File: src/sv/ssm_pkg.sv
// ssm_pkg: shared types, constants and helpers of the stream statistics monitor.
// Used by every module of the block; depends on nothing.
package ssm_pkg;

    // Accumulator and result widths
    localparam int ACCUM_W = 48;
    localparam int VAL_W   = 48;
    localparam int OPA_W   = ACCUM_W + 1;      // sum of two accumulators
    localparam int OPB_W   = 17;               // scale factors up to 100000
    localparam int NUM_W   = OPA_W + OPB_W;    // dividend bits
    localparam int DEN_W   = ACCUM_W + 4;      // accumulator times ten
    localparam int CNT_W   = $clog2(NUM_W + 1);

    // Command queue
    localparam int Q_DEPTH = 2;
    localparam int QA_W    = $clog2(Q_DEPTH);

    // Reset values of the schedule
    localparam logic [15:0] INTERVAL_RST = 16'd1000;
    localparam logic [39:0] NEXT_DUE_RST = 40'd1000;

    // Input opcodes
    localparam logic [2:0] OP_FRAME = 3'd0;
    localparam logic [2:0] OP_DEC   = 3'd1;
    localparam logic [2:0] OP_PRES  = 3'd2;
    localparam logic [2:0] OP_DROP  = 3'd3;
    localparam logic [2:0] OP_RTT   = 3'd4;
    localparam logic [2:0] OP_TICK  = 3'd5;

    // Snapshot quantity codes
    localparam logic [4:0] Q_FPS_TOTAL = 5'd0;
    localparam logic [4:0] Q_FPS_RX    = 5'd1;
    localparam logic [4:0] Q_FPS_DEC   = 5'd2;
    localparam logic [4:0] Q_FPS_PRES  = 5'd3;
    localparam logic [4:0] Q_BITRATE   = 5'd4;
    localparam logic [4:0] Q_LOSS      = 5'd5;
    localparam logic [4:0] Q_JITTER    = 5'd6;
    localparam logic [4:0] Q_HL_MIN    = 5'd7;
    localparam logic [4:0] Q_HL_MAX    = 5'd8;
    localparam logic [4:0] Q_HL_AVG    = 5'd9;
    localparam logic [4:0] Q_REASM     = 5'd10;
    localparam logic [4:0] Q_DECODE    = 5'd11;
    localparam logic [4:0] Q_PRESENT   = 5'd12;
    localparam logic [4:0] Q_QDELAY    = 5'd13;
    localparam logic [4:0] Q_HAS_HL    = 5'd14;
    localparam logic [4:0] Q_DROPS     = 5'd15;
    localparam logic [4:0] Q_RTT       = 5'd16;
    localparam logic [4:0] Q_RTT_VAR   = 5'd17;

    // Accumulator slots
    localparam int A_RX     = 0;
    localparam int A_BYTES  = 1;
    localparam int A_MISS   = 2;
    localparam int A_HSUM   = 3;
    localparam int A_HCNT   = 4;
    localparam int A_REASM  = 5;
    localparam int A_DEC    = 6;
    localparam int A_DECUS  = 7;
    localparam int A_PRES   = 8;
    localparam int A_PRESUS = 9;
    localparam int A_QDLY   = 10;
    localparam int A_DROPS  = 11;
    localparam int N_ACC    = 12;

    typedef enum logic [2:0] {
        K_FRAME = 3'd0,
        K_DEC   = 3'd1,
        K_PRES  = 3'd2,
        K_DROP  = 3'd3,
        K_RTT   = 3'd4,
        K_TICK  = 3'd5
    } t_kind;

    // Classified event: d0/d1 carry the per-kind operands
    typedef struct packed {
        t_kind        kind;
        logic [30:0]  fn;
        logic [15:0]  hl;
        logic [39:0]  d0;
        logic [31:0]  d1;
    } t_cmd;

    typedef enum logic [2:0] {
        ST_IDLE,
        ST_OPER,
        ST_WAIT,
        ST_PUT,
        ST_FIN
    } t_state;

    // Add with saturation at the accumulator width
    function automatic logic [ACCUM_W-1:0] sat_add(input logic [ACCUM_W-1:0] acc,
                                                   input logic [31:0]        v);
        logic [ACCUM_W:0] sum;
        sum = {1'b0, acc} + (ACCUM_W+1)'(v);
        return sum[ACCUM_W] ? '1 : sum[ACCUM_W-1:0];
    endfunction

endpackage

File: src/sv/ssm_front.sv
// ssm_front: accepts input beats and classifies them into queue commands.
// Depends on ssm_pkg.
module ssm_front (
    input  logic                 i_valid,
    input  logic                 i_full,
    input  logic [2:0]           i_opcode,
    input  logic [30:0]          i_frame_number,
    input  logic signed [31:0]   i_byte_count,
    input  logic [15:0]          i_host_latency_tenths_ms,
    input  logic [31:0]          i_reassembly_us,
    input  logic [31:0]          i_duration_us,
    input  logic [31:0]          i_queue_delay_us,
    input  logic [31:0]          i_rtt_ms,
    input  logic [31:0]          i_rtt_variance_ms,
    input  logic [39:0]          i_now_ms,
    output logic                 o_stall,
    output logic                 o_push,
    output ssm_pkg::t_cmd        o_cmd
);

    logic known;

    assign o_stall = i_full;

    // Pack operands per opcode; unused opcodes are taken and dropped
    always_comb begin
        known        = 1'b1;
        o_cmd.kind   = ssm_pkg::K_FRAME;
        o_cmd.fn     = i_frame_number;
        o_cmd.hl     = i_host_latency_tenths_ms;
        o_cmd.d0     = '0;
        o_cmd.d1     = '0;
        unique case (i_opcode)
            ssm_pkg::OP_FRAME: begin
                o_cmd.kind = ssm_pkg::K_FRAME;
                // negative byte counts count as zero
                o_cmd.d0   = i_byte_count[31] ? '0 : {9'b0, i_byte_count[30:0]};
                o_cmd.d1   = i_reassembly_us;
            end
            ssm_pkg::OP_DEC: begin
                o_cmd.kind = ssm_pkg::K_DEC;
                o_cmd.d0   = {8'b0, i_duration_us};
            end
            ssm_pkg::OP_PRES: begin
                o_cmd.kind = ssm_pkg::K_PRES;
                o_cmd.d0   = {8'b0, i_duration_us};
                o_cmd.d1   = i_queue_delay_us;
            end
            ssm_pkg::OP_DROP: begin
                o_cmd.kind = ssm_pkg::K_DROP;
            end
            ssm_pkg::OP_RTT: begin
                o_cmd.kind = ssm_pkg::K_RTT;
                o_cmd.d0   = {8'b0, i_rtt_ms};
                o_cmd.d1   = i_rtt_variance_ms;
            end
            ssm_pkg::OP_TICK: begin
                o_cmd.kind = ssm_pkg::K_TICK;
                o_cmd.d0   = i_now_ms;
            end
            default: begin
                known = 1'b0;
            end
        endcase
    end

    assign o_push = i_valid && !i_full && known;

endmodule

File: config.mk
export PLATFORM = sky130hd
export DESIGN_NAME = ssm_front
export DESIGN_NICKNAME = d
export VERILOG_FILES = /design/src/sv/ssm_pkg.sv /design/src/sv/ssm_front.sv
export SDC_FILE = /design/constraint.sdc
export NUM_CORES = 1
export LEC_CHECK = 0
export ABC_AREA = 1
export BUFFER_PORTS_ARGS = -buffer_cell sky130_fd_sc_hd__buf_4
export CAP_MARGIN = 5
export CELL_PAD_IN_SITES_DETAIL_PLACEMENT = 1
export CELL_PAD_IN_SITES_GLOBAL_PLACEMENT = 1
export CORE_AREA = 2 2 159 161
export DETAILED_ROUTE_END_ITERATION = 8
export DIE_AREA = 0 0 161 163
export MAX_ROUTING_LAYER = met4
export PLACE_DENSITY_LB_ADDON = 0.12
export SLEW_MARGIN = 20
export SYNTH_ARGS = -nofsm -noshare
export SYNTH_HDL_FRONTEND = slang
export SYNTH_SLANG_ARGS = --single-unit
export TNS_END_PERCENT = 100
File: constraint.sdc
create_clock -name vclk -period 1.15
set_input_delay 0.0575 -clock vclk [all_inputs]
set_output_delay 0.0575 -clock vclk [all_outputs]
set_load 0.02 [all_outputs]
==> flow_summary_export.csv <==
group,metric,value,unit
power,ir_drop,0.110,mV
logic_synthesis,synth_top_area_cell,"nand2_1",
detailed_routing,routed-via-count,4354,
power,intPower,1.09,mW
power,power,2.07,mW
logic_synthesis,yosysSeqAreaShare,0,%
timing,rsz0062_at_grt,"true",
die,fp.dieW,161,um
power,leakagePower,2.90,nW
worst_setup_path,critPathMaxStageDelay,0.16,ns
grt,grt.total_usage,12.9,%
worst_setup_path,crit_path_frequent_cell,"buf_4",
die,core-area,24700,um2
worst_setup_path,critPathLaunchType,"input pin",
hold_path,holdPathEnd,"o_cmd[101]",
timing,finalSetupTns,-0.0508,ns
detailed_routing,drtIter0Drc,103,
logic_synthesis,syn_area,2370,um2
logic_synthesis,avgSynthCellArea,4.72,um2
final_layout,regArea,0,um2
outcome,violations,"negative setup slack",
final_layout,drive_above_1_share,50.8,%
detailed_routing,vias_per_cell,3.98,
timing,worst_slack,-0.0281,ns
worst_setup_path,required,1.09,ns
logic_synthesis,synth_cell_type_count,13,
hold_path,min_from,"i_frame_number[13]",
timing,setup_viol,5,
placed_design,gp_congestion,0.888,
timing,hold_viol,0,
outcome,status,"finished with violations",
timing,final_max_slew_viol_count,0,
die,ios,408,
detailed_routing,ant_nets,0,
logic_synthesis,netlist.area_leader.share,30.9,%
grt,grt_overflow,0,
worst_setup_path,crit_chain,"buf_4, nor2_4, buf_4, buf_8, nand3_1, nand2_1, nor2_1, nand2_1, buf_4",
final_layout,fill_cells,3146,
hold_path,hold_path_depth,0,
final_layout,seq_cells,0,
power,p_comb_share,100.0,%
worst_setup_path,end_kind,"output port",
grt,first_global_vias,4725,
timing,worst_slew_pin_slew,0.304,ns
die,fp.dieH,163,um
die,dieArea,26200,um2
hold_path,min_path_type,"input pin to output port",
clocking,cts_hold_buffers,0,
logic_synthesis,yosys_warnings,0,
detailed_routing,wl_per_cell,16.8,um
worst_setup_path,crit_slowest_cell,"buf_4",
worst_setup_path,crit_type,"input pin to output port",
placed_design,dp_hpwl,14.8,mm
power,p_per_area,389,nW/um2
worst_setup_path,cp_max_fo,16,
die,rows,58,
final_layout,layout.nets,1050,
final_layout,n_clock_buffer,0,
power,power_frac_clock,0,%
logic_synthesis,synthCells,502,
timing,min_period,1.18,ns
worst_setup_path,cp_data_arrival_time,1.12,ns
placed_design,port_buffers,314,
timing,layout_worst_path_cycle_share,102,%
detailed_routing,drt_wl_total,18.4,mm
flow_run,maxCapViolations,0,
grt,grt_max_degree,33,
grt,antenna_found_initial,0,
power,p_sw,980,uW
grt,grt_pass1_wl,26.1,mm
final_layout,synthToLayoutAreaGrowth,125,%
timing,fmax,0.849,GHz
timing,slew_headroom,79.7,%
power,switching_share,47.3,%
power,power_frac_seq,0,%
logic_synthesis,syn_nets,786,
die,start_util,9.60,%
final_layout,diodes,0,
detailed_routing,first_pass_iters,4,
detailed_routing,drc,0,
logic_synthesis,synthTopCellsByArea,"nand2_1, nand4_1, buf_4, nand3_1, nor2_1",
worst max path at each step:
stage | start | depth (start not counted) | slack [ns] | endpoint
after floorplan | i_opcode[2] | 4 | 0.05 | o_cmd[64]
after global placement | i_opcode[2] | 8 | -0.05 | o_cmd[66]
after detailed placement | i_opcode[2] | 8 | -0.07 | o_cmd[67]
after CTS | i_opcode[1] | 8 | -0.02 | o_cmd[47]
after global routing | i_opcode[0] | 9 | -0.09 | o_cmd[47]
final | i_opcode[0] | 9 | -0.03 | o_cmd[47]
critical path, delay by kind of cell:
kind	cells	cell delay (ns)
AND/OR/NAND/NOR	5	0.47
buffers and inverters	4	0.58
logic make-up (layout without fill, tap and decap cells):
group / count (synthesis) / count (layout) / share of synthesized area (%)
buffers and inverters: 102 / 364 / 25.3
and+or+nand+nor: 400 / 400 / 74.7
cells in the mapped netlist:
cell type / instances
nor3_4: 1
buf_2: 26
buf_4: 49
nand4_1: 63
inv_1: 9
clkbuf_1: 9
nand3_1: 65
nor2_1: 73
and2_1: 1
inv_2: 4
nor2_4: 2
buf_1: 5
nand2_1: 195
per-layer routing:
| layer | track usage [%] | vias to the layer above | routed length, um |
|---|---|---|---|
| li1 | - | 2130 | - |
| met2 | 24.3 | 202 | 9640 |
| met1 | 14.9 | 2012 | 7390 |
| met5 | - | - | 0 |
| met4 | 1.01 | 0 | 161 |
| met3 | 2.32 | 10 | 1230 |
through the flow:
stage | area (um2) | hold WS (ns) | cells | util (%) | setup slack (ns)
after global routing | 5330 | 0.115 | 1094 | 21.6 | -0.0929
after CTS | 5140 | 0.115 | 1088 | 20.8 | -0.0221
after detailed placement | 4970 | 0.115 | 1088 | 20.2 | -0.0661
after global placement | 4970 | 0.115 | 1088 | 20.2 | -0.0483
final | 5330 | 0.115 | 1094 | 21.6 | -0.0281
after floorplan | 2370 | 0.195 | 502 | - | 0.0535
cells in the final DEF, fill, tap and decap left out:
master and n:
buf_12 14, and2_1 1, nand4_1 63, nand2_4 1, nand3_1 50, nand3_2 15, buf_6 24, nor2_2 7
buf_4 308, nor2_4 3, buf_8 2, inv_4 3, nor3_4 1, nand2_2 6, nand2_1 188, clkbuf_16 3
inv_1 9, inv_2 1, nor2_1 65
power groups by stage:
stage	Combinational (mW)	Sequential, mW	Clock, mW
after floorplan	0.971	0	0
after global placement	1.96	0	0
after detailed placement	1.97	0	0
after CTS	2.04	0	0
after global routing	2.24	0	0
final	2.07	0	0
area by class of cell:
cell class | instances | area [um2] | share of cell area, %
timing repair buffer | 351 | 2970 | 55.7
multi-input combinational | 400 | 1890 | 35.5
tap | 330 | 413 | 7.75
inverter | 13 | 56.3 | 1.06
what timing repair did:
item,in CTS,in global routing
gates cloned,0,3
setup buffers,0,3
pin swaps,1,2
setup endpoints to repair,54,71
gates resized for setup,42,23
(Power assumes the default switching activity.)
