File: config.mk
export PLATFORM = sky130hd
export DESIGN_NAME = ssm_queue
export DESIGN_NICKNAME = d
export VERILOG_FILES = /design/src/sv/ssm_pkg.sv /design/src/sv/ssm_queue.sv
export SDC_FILE = /design/constraint.sdc
export NUM_CORES = 1
export LEC_CHECK = 0
export BUFFER_PORTS_ARGS = -buffer_cell sky130_fd_sc_hd__buf_4
export CAP_MARGIN = 20
export CORE_AREA = 3 3 187 116
export CTS_CLUSTER_DIAMETER = 30
export DETAILED_ROUTE_END_ITERATION = 10
export DIE_AREA = 0 0 190 119
export PLACE_DENSITY = 0.78
export SYNTH_ARGS = -nofsm -noshare
export SYNTH_HDL_FRONTEND = slang
export SYNTH_SLANG_ARGS = --single-unit
File: constraint.sdc
create_clock -name i_clk -period 6.61 [get_ports i_clk]
set_input_delay 0.3305 -clock i_clk [delete_from_list [all_inputs] [get_ports i_clk]]
set_output_delay 0.3305 -clock i_clk [all_outputs]
set_load 0.01 [all_outputs]
File: src/sv/ssm_pkg.sv
// ssm_pkg: shared types, constants and helpers of the stream statistics monitor.
// Used by every module of the block; depends on nothing.
package ssm_pkg;

    // Accumulator and result widths
    localparam int ACCUM_W = 48;
    localparam int VAL_W   = 48;
    localparam int OPA_W   = ACCUM_W + 1;      // sum of two accumulators
    localparam int OPB_W   = 17;               // scale factors up to 100000
    localparam int NUM_W   = OPA_W + OPB_W;    // dividend bits
    localparam int DEN_W   = ACCUM_W + 4;      // accumulator times ten
    localparam int CNT_W   = $clog2(NUM_W + 1);

    // Command queue
    localparam int Q_DEPTH = 2;
    localparam int QA_W    = $clog2(Q_DEPTH);

    // Reset values of the schedule
    localparam logic [15:0] INTERVAL_RST = 16'd1000;
    localparam logic [39:0] NEXT_DUE_RST = 40'd1000;

    // Input opcodes
    localparam logic [2:0] OP_FRAME = 3'd0;
    localparam logic [2:0] OP_DEC   = 3'd1;
    localparam logic [2:0] OP_PRES  = 3'd2;
    localparam logic [2:0] OP_DROP  = 3'd3;
    localparam logic [2:0] OP_RTT   = 3'd4;
    localparam logic [2:0] OP_TICK  = 3'd5;

    // Snapshot quantity codes
    localparam logic [4:0] Q_FPS_TOTAL = 5'd0;
    localparam logic [4:0] Q_FPS_RX    = 5'd1;
    localparam logic [4:0] Q_FPS_DEC   = 5'd2;
    localparam logic [4:0] Q_FPS_PRES  = 5'd3;
    localparam logic [4:0] Q_BITRATE   = 5'd4;
    localparam logic [4:0] Q_LOSS      = 5'd5;
    localparam logic [4:0] Q_JITTER    = 5'd6;
    localparam logic [4:0] Q_HL_MIN    = 5'd7;
    localparam logic [4:0] Q_HL_MAX    = 5'd8;
    localparam logic [4:0] Q_HL_AVG    = 5'd9;
    localparam logic [4:0] Q_REASM     = 5'd10;
    localparam logic [4:0] Q_DECODE    = 5'd11;
    localparam logic [4:0] Q_PRESENT   = 5'd12;
    localparam logic [4:0] Q_QDELAY    = 5'd13;
    localparam logic [4:0] Q_HAS_HL    = 5'd14;
    localparam logic [4:0] Q_DROPS     = 5'd15;
    localparam logic [4:0] Q_RTT       = 5'd16;
    localparam logic [4:0] Q_RTT_VAR   = 5'd17;

    // Accumulator slots
    localparam int A_RX     = 0;
    localparam int A_BYTES  = 1;
    localparam int A_MISS   = 2;
    localparam int A_HSUM   = 3;
    localparam int A_HCNT   = 4;
    localparam int A_REASM  = 5;
    localparam int A_DEC    = 6;
    localparam int A_DECUS  = 7;
    localparam int A_PRES   = 8;
    localparam int A_PRESUS = 9;
    localparam int A_QDLY   = 10;
    localparam int A_DROPS  = 11;
    localparam int N_ACC    = 12;

    typedef enum logic [2:0] {
        K_FRAME = 3'd0,
        K_DEC   = 3'd1,
        K_PRES  = 3'd2,
        K_DROP  = 3'd3,
        K_RTT   = 3'd4,
        K_TICK  = 3'd5
    } t_kind;

    // Classified event: d0/d1 carry the per-kind operands
    typedef struct packed {
        t_kind        kind;
        logic [30:0]  fn;
        logic [15:0]  hl;
        logic [39:0]  d0;
        logic [31:0]  d1;
    } t_cmd;

    typedef enum logic [2:0] {
        ST_IDLE,
        ST_OPER,
        ST_WAIT,
        ST_PUT,
        ST_FIN
    } t_state;

    // Add with saturation at the accumulator width
    function automatic logic [ACCUM_W-1:0] sat_add(input logic [ACCUM_W-1:0] acc,
                                                   input logic [31:0]        v);
        logic [ACCUM_W:0] sum;
        sum = {1'b0, acc} + (ACCUM_W+1)'(v);
        return sum[ACCUM_W] ? '1 : sum[ACCUM_W-1:0];
    endfunction

endpackage

File: src/sv/ssm_queue.sv
// ssm_queue: short command queue between the front and the back.
// Depends on ssm_pkg.
module ssm_queue (
    input  logic           i_clk,
    input  logic           i_rst_n,
    input  logic           i_push,
    input  ssm_pkg::t_cmd  i_cmd,
    input  logic           i_pop,
    output logic           o_full,
    output logic           o_valid,
    output ssm_pkg::t_cmd  o_cmd
);

    ssm_pkg::t_cmd                  r_mem [ssm_pkg::Q_DEPTH];
    logic [ssm_pkg::QA_W-1:0]       r_wr;
    logic [ssm_pkg::QA_W-1:0]       r_rd;
    logic [ssm_pkg::QA_W:0]         r_cnt;

    assign o_full  = (r_cnt == (ssm_pkg::QA_W+1)'(ssm_pkg::Q_DEPTH));
    assign o_valid = (r_cnt != '0);
    assign o_cmd   = r_mem[r_rd];

    // Pointers and fill count
    always_ff @(posedge i_clk) begin
        if (!i_rst_n) begin
            r_wr  <= '0;
            r_rd  <= '0;
            r_cnt <= '0;
        end else begin
            if (i_push) begin
                r_wr <= (r_wr == ssm_pkg::QA_W'(ssm_pkg::Q_DEPTH-1)) ? '0 : r_wr + 1'b1;
            end
            if (i_pop) begin
                r_rd <= (r_rd == ssm_pkg::QA_W'(ssm_pkg::Q_DEPTH-1)) ? '0 : r_rd + 1'b1;
            end
            if (i_push && !i_pop) begin
                r_cnt <= r_cnt + 1'b1;
            end else if (!i_push && i_pop) begin
                r_cnt <= r_cnt - 1'b1;
            end
        end
    end

    // Entry storage
    always_ff @(posedge i_clk) begin
        if (i_push) begin
            r_mem[r_wr] <= i_cmd;
        end
    end

endmodule

==> results.py, run 1 <==
metrics = {
    "clock_tree": {
        "cts_max_path_buffers": 3,
        "clk_root_buffer_cell": "clkbuf_16",
        "clock_latency_on_the_worst_skew_pair_ns": 0.48,
        "tritoncts": "done",
        "cts-hold-fix-buffers": 0,
        "numCtsBuffers": 34,
        "cts_setup_buffers": 0,
        "cts_sinks": 249,
        "post_cts.resized_instances": 0,
        "clk_transition_reported_paths_ns": 0.06,
        "htreeDepth": 2,
    },
    "layout": {
        "syn2layout_area_growth_pct": 35.4,
        "mostFrequentLayoutCells": "buf_4, edfxtp_1, mux2_4",
        "nFillCells": 1340,
        "layout-drive-gt1-share_pct": 62.3,
        "sequential_cell_area_um2": 7430,
        "diode_count": 0,
        "final_common_cell": "buf_4",
        "num-nets-final": 805,
        "post_layout_nonfiller_instances": 975,
        "multi_input_combinational_cell_area_um2": 1800,
    },
    "synth": {
        "synth_adder_area_share_pct": 0.134,
        "synth_compound_gate_area_share_pct": 0.214,
        "synth_edf_count": 244,
        "ys.flop_type": "edfxtp_1",
        "synthDistinctLibCells": 19,
        "yosysWarningCount": 0,
        "main_combinational_cell_family_by_area_after_synthesis": "multiplexers",
        "syn-mean-instance-area_um2": 23.3,
        "async_flop_share_pct": 0,
        "synth-simple-area-share_pct": 0.615,
        "syn-num-nets": 529,
        "synth.area.mux_share_pct": 17.9,
        "syn_inst": 402,
        "yosys_register_bits": 249,
        "proportion_of_synthesized_chip_area_in_sequential_cells_pct": 79.4,
        "mappedNetlistArea_um2": 9360,
        "synthXorXnorAreaFrac_pct": 0.281,
    },
    "sta": {
        "max_clock_freq_mhz": 322,
        "layout_worst_path_cycle_share_pct": 47.0,
        "drv_slew": 0,
        "clock-skew-final_ns": 0.0120,
        "unrepaired_setup_endpoints_after_global_routing": "no",
        "final.min_clock_period_ns": 3.11,
        "maxSlewHeadroom_pct": 40.4,
        "setup_tns_ns": 0,
        "finalSetupViolCount": 0,
        "tightestPinTransition_ns": 0.893,
        "worst_slack_ns": 3.50,
        "timing.final.hold_violations": 0,
    },
    "floorplan": {
        "die_h_um": 119,
        "design.portCount": 250,
        "floorplan.core_area_um2": 20000,
        "floorplan.initialDensity_pct": 46.9,
        "rows": 40,
        "chipWidth_um": 190,
        "total_die_area_um2": 22600,
    },
    "critical_path": {
        "critPathSlowestCell": "buf_4",
        "arrival_ns": 2.78,
        "critical_path.cell_chain": "buf_16 -> buf_4 -> mux2_4 -> buf_4",
        "critPathCaptureType": "output port",
        "crit_required_ns": 6.28,
        "crit_path_frequent_cell": "buf_4",
        "crit_path_launch_type": "register",
        "max_stage_delay_ns": 0.75,
        "timing_worst_setup_path_type": "register to output port",
        "cp_max_fo": 51,
    },
    "grt": {
        "pin_count_of_the_biggest_net_entering_global_routing": 73,
        "grt_pass1_wl_um": 27400,
        "grt.met1_usage_pct": 20.5,
        "grt_pass1_vias": 5031,
        "gr_layer_usage_met2_pct": 24.0,
        "grtUsageMet3_pct": 5.91,
        "grt-ovfl-total": 0,
        "busiest_layer_in_global_routing": "met2",
        "track_usage_pct": 15.4,
        "antenna_found_initial": 0,
    },
    "placement": {
        "place.detailed.instances": 914,
        "preCtsSetupSlack_ns": 3.74,
        "numPortBuffers": 249,
        "gp_routability_congestion": 0.775,
    },
    "pwr": {
        "power.combinational.fraction_pct": 10.9,
        "vdd_ir_drop_max_uv": 211,
        "switching_power_uw": 875,
        "p_int_uw": 3240,
        "power.density_cell_area_nw_per_um2": 324,
        "p_seq_share_pct": 45.2,
        "power_switching_share_pct": 21.3,
        "clkPwrFrac_pct": 43.9,
        "power.static_leakage_uw": 0.00495,
    },
    "drt": {
        "initialDrtViolationCount": 200,
        "first_pass_iters": 5,
        "via_count": 4692,
        "route.detailed.drc": 0,
        "avgViaCountPerCell": 4.81,
        "number_of_antenna_violating_nets_in_the_routed_design": 0,
        "route.detailed.wl_per_inst_um": 18.5,
        "drt-total-wl_um": 18100,
    },
    "flow_run": {
        "maxCapViolations": 0,
    },
    "min_path": {
        "holdCritPathClass": "input port to register",
    },
    "outcome": {
        "run_status": "finished, final reports clean",
    },
}
## path summary, 6_finish.rpt
kind,startpoint,end,slack [ns],depth (start not counted)
hold / removal,i_cmd[37],r_mem[0][37],0.04,1
setup reg to reg,r_wr,r_mem[1][41],4.31,2
setup / recovery,register,o_cmd[45],3.50,4
hold reg to reg,r_rd,register,0.57,2
## state kept, by name, summed over array words and instances, names as in the netlist, named ones only
name   cells
r_mem    244
r_wr       1
r_cnt      2
r_rd       1
## power by group through the flow
stage                     logic [µW]  registers, µW  clock network (µW)
after floorplan                  245           1880                   0
after global placement           430           1900                   0
after detailed placement         441           1900                   0
after CTS                        443           1870                1850
after global routing             479           1860                1930
final                            449           1860                1800
## per-layer routing
layer / vias up / routed length [µm]
met3: 25 / 1900
li1: 2151 / -
met4: 0 / 268
met2: 234 / 8150
met5: - / 0
met1: 2282 / 7760
## worst max-delay path, delay by kind of cell (launching register included)
family	cells	cell delay, ns
DFF	1	0.66
buffers and inverters	3	1.21
muxes	1	0.36
## stage by stage
| stage | power, µW | cell area (µm²) | hold WS (ns) | util [%] |
|---|---|---|---|---|
| after floorplan | 2130 | 9360 | 0.429 | - |
| after global placement | 2330 | 11500 | 0.484 | 57.5 |
| after detailed placement | 2340 | 11500 | 0.518 | 57.5 |
| after CTS | 4160 | 12600 | 0.00948 | 63.3 |
| after global routing | 4270 | 12700 | 0.00783 | 63.4 |
| final | 4110 | 12700 | 0.0353 | 63.4 |
## logic make-up after synthesis
logic type / count (synthesis)
AO/OA/AOI/OAI: 3
XOR/XNOR: 3
adder cells (fa/ha/maj): 1
buffers and inverters: 15
flip-flops: 249
multiplexers: 122
AND/OR/NAND/NOR: 9
## synthesized netlist by cell type (all sizes together), types with 2 or more instances
cell type,instances,area [µm²]
and2,4,25.0
buf,14,136
dfxtp,5,100
edfxtp,244,7330
mux2,122,1670
nor2b,2,12.5
xor2,2,17.5
## cell type report
type / count / area share, %
flip-flops and latches: 249 / 58.7
repair buffers: 254 / 15.2
multi-input cells: 138 / 14.2
clock buffers: 39 / 7.37
well taps: 273 / 2.70
clock inverters: 21 / 1.83
inverters: 1 / 0.0296
No activity file was read; power rests on OpenSTA's default activity.
==> inputs of run 2 (changes only) <==
--- a/config.mk
+++ b/config.mk
@@ -7,11 +7,11 @@
 export LEC_CHECK = 0
 export BUFFER_PORTS_ARGS = -buffer_cell sky130_fd_sc_hd__buf_4
 export CAP_MARGIN = 20
-export CORE_AREA = 3 3 187 116
+export CORE_AREA = 3 3 181 112
 export CTS_CLUSTER_DIAMETER = 30
 export DETAILED_ROUTE_END_ITERATION = 10
-export DIE_AREA = 0 0 190 119
-export PLACE_DENSITY = 0.78
+export DIE_AREA = 0 0 184 115
+export PLACE_DENSITY = 0.8
 export SYNTH_ARGS = -nofsm -noshare
 export SYNTH_HDL_FRONTEND = slang
 export SYNTH_SLANG_ARGS = --single-unit
==> constraint.sdc (replaced) <==
create_clock -name i_clk -period 2.9 [get_ports i_clk]
set_input_delay 0.145 -clock i_clk [delete_from_list [all_inputs] [get_ports i_clk]]
set_output_delay 0.145 -clock i_clk [all_outputs]
set_load 0.01 [all_outputs]
==> run 2 against run 1 <==
Compared with the run above: sequential share of layout area is 5.6 points lower; count of clock-buffer cells in the layout is 1 higher; final area is 11% higher; clock skew is 0.0016 ns higher; cell count is 11% higher; critical path type unchanged; largest power group is now clock; highest routed layer unchanged.
==> results.py, run 2 (synthesis results as in run 1) <==
metrics = {
    "outcome": {
        "run_status": "finished, final reports clean",
    },
    "layout": {
        "syn2layout_area_growth_pct": 49.7,
        "final_common_cell": "buf_4",
        "reg_top3": "r_mem x244, r_cnt x2",
        "fin_area_um2": 14000,
        "max_ffs_per_register": 244,
        "post_layout_nonfiller_instances": 1082,
        "postLayoutCoreUtil_pct": 74.4,
        "mostFrequentLayoutCells": "buf_4, edfxtp_1, dlygate4sd3_1",
        "largest-register": "r_mem",
        "nFillCells": 1025,
        "num-nets-final": 934,
        "layout-drive-gt1-share_pct": 53.1,
    },
    "critical_path": {
        "crit_required_ns": 2.76,
        "crit_path_frequent_cell": "buf_4",
        "arrival_ns": 2.20,
        "critical_path.cell_chain": "buf_4 -> mux2_2 -> buf_4",
        "critPathCaptureType": "output port",
        "critPathSlowestCell": "dfxtp_4",
        "timing_worst_setup_path_type": "register to output port",
        "cp_max_fo": 37,
        "max_stage_delay_ns": 0.75,
        "crit_path_launch_type": "register",
    },
    "flow_run": {
        "maxCapViolations": 0,
    },
    "placement": {
        "place.detailed.instances": 890,
        "placed_cell_area_um2": 11500,
        "preCtsSetupSlack_ns": 1.07,
        "numPortBuffers": 249,
        "dp_hpwl_um": 12200,
        "gp_routability_congestion": 0.828,
    },
    "grt": {
        "antenna_found_initial": 1,
        "grt_pass1_wl_um": 32300,
        "pin_count_of_the_biggest_net_entering_global_routing": 73,
        "grt-ovfl-total": 0,
        "track_usage_pct": 19.9,
        "grt_pass1_vias": 5844,
    },
    "sta": {
        "clock-skew-final_ns": 0.0136,
        "setup_tns_ns": 0,
        "max_clock_freq_mhz": 426,
        "unrepaired_setup_endpoints_after_global_routing": "no",
        "worst_slack_ns": 0.554,
        "maxSlewHeadroom_pct": 47.4,
        "final.min_clock_period_ns": 2.35,
        "tightestPinTransition_ns": 0.790,
        "finalSetupViolCount": 0,
        "drv_slew": 0,
        "timing.final.hold_violations": 0,
        "layout_worst_path_cycle_share_pct": 80.9,
    },
    "clock_tree": {
        "numCtsBuffers": 36,
        "cts_max_path_buffers": 3,
        "cts_sinks": 249,
        "post_cts.resized_instances": 0,
        "tritoncts": "done",
        "clk_root_buffer_cell": "clkbuf_16",
        "htreeDepth": 2,
        "clk_transition_reported_paths_ns": 0.05,
        "clock_latency_on_the_worst_skew_pair_ns": 0.49,
    },
    "drt": {
        "avgViaCountPerCell": 4.94,
        "route.detailed.wl_per_inst_um": 19.9,
        "number_of_antenna_violating_nets_in_the_routed_design": 0,
        "drt-total-wl_um": 21500,
        "initialDrtViolationCount": 323,
        "route.detailed.drc": 0,
        "via_count": 5342,
        "first_pass_iters": 4,
    },
    "floorplan": {
        "floorplan.initialDensity_pct": 49.7,
        "rows": 39,
        "total_die_area_um2": 21200,
        "floorplan.core_area_um2": 18800,
        "die_h_um": 115,
        "chipWidth_um": 184,
        "design.portCount": 250,
    },
    "pwr": {
        "vdd_ir_drop_max_uv": 579,
        "power.density_cell_area_nw_per_um2": 701,
        "power.static_leakage_uw": 0.00551,
    },
    "min_path": {
        "holdCritPathClass": "input port to register",
    },
}
[run 2: cell count changes in the layout (fill, tap and decap cells not counted)]
cell | previous run | this run
buf_16 | 1 | 0
inv_8 | 2 | 1
inv_6 | 6 | 4
diode_2 | 0 | 2
clkinv_4 | 2 | 3
buf_4 | 253 | 252
clkinvlp_4 | 4 | 8
bufinv_16 | 3 | 5
dlygate4sd3_1 | 0 | 125
buf_12 | 0 | 4
clkbuf_1 | 2 | 3
[run 2: final timing paths]
path | startpoint | to | slack (ns) | depth (start not counted)
max | register | o_cmd[116] | 0.55 | 3
min | i_push | r_cnt[1] | 0.19 | 4
max reg2reg | r_wr | r_wr | 0.93 | 4
min reg2reg | r_cnt[1] | r_cnt[1] | 0.56 | 2
[run 2: worst max-delay path: cells and delay by family, from the launching register on]
family	cells	cell delay, ns
mux	1	0.39
buf+inv	2	0.55
flops	1	0.75
[run 2: layout make-up]
class                           count  area [µm²]  area share, %
Clock buffer                       40         937           6.69
Tap cell                          246         308           2.20
Timing Repair Buffer              381        3220           23.0
Sequential cell                   249        7430           53.0
Multi-Input combinational cell    138        1800           12.9
Inverter                            1        3.75         0.0268
Antenna cell                        2        5.00         0.0357
Clock inverter                     25         302           2.15
[run 2: timing repair]
action,4_1_cts,5_1_grt
endpoints found under the hold margin,249,0
setup buffers,0,0
hold buffers,125,0
[run 2: stage by stage]
| stage | power [µW] | hold slack, ns |
|---|---|---|
| after global routing | 10200 | 0.217 |
| after detailed placement | 5350 | 0.332 |
| final | 9830 | 0.190 |
| after global placement | 5310 | 0.330 |
| after CTS | 9900 | 0.155 |
| after floorplan | 4840 | 0.244 |
[run 2: metal layers]
metal	up-vias	part of all wire, %	global-route usage [%]
li1	2420	-	-
met1	2615	40	24.9
met2	270	49	33.7
met3	37	9.6	6.67
met4	0	1.6	5.18
met5	-	0	0
[run 2: report_power, final]
| group | total, µW | internal [µW] | leakage, µW | switching (µW) |
|---|---|---|---|---|
| Clock | 4390 | 2810 | 0.000581 | 1580 |
| Combinational | 1190 | 705 | 0.00259 | 487 |
| Sequential | 4240 | 4170 | 0.00233 | 78.7 |
| Total | 9830 | 7680 | 0.00551 | 2140 |
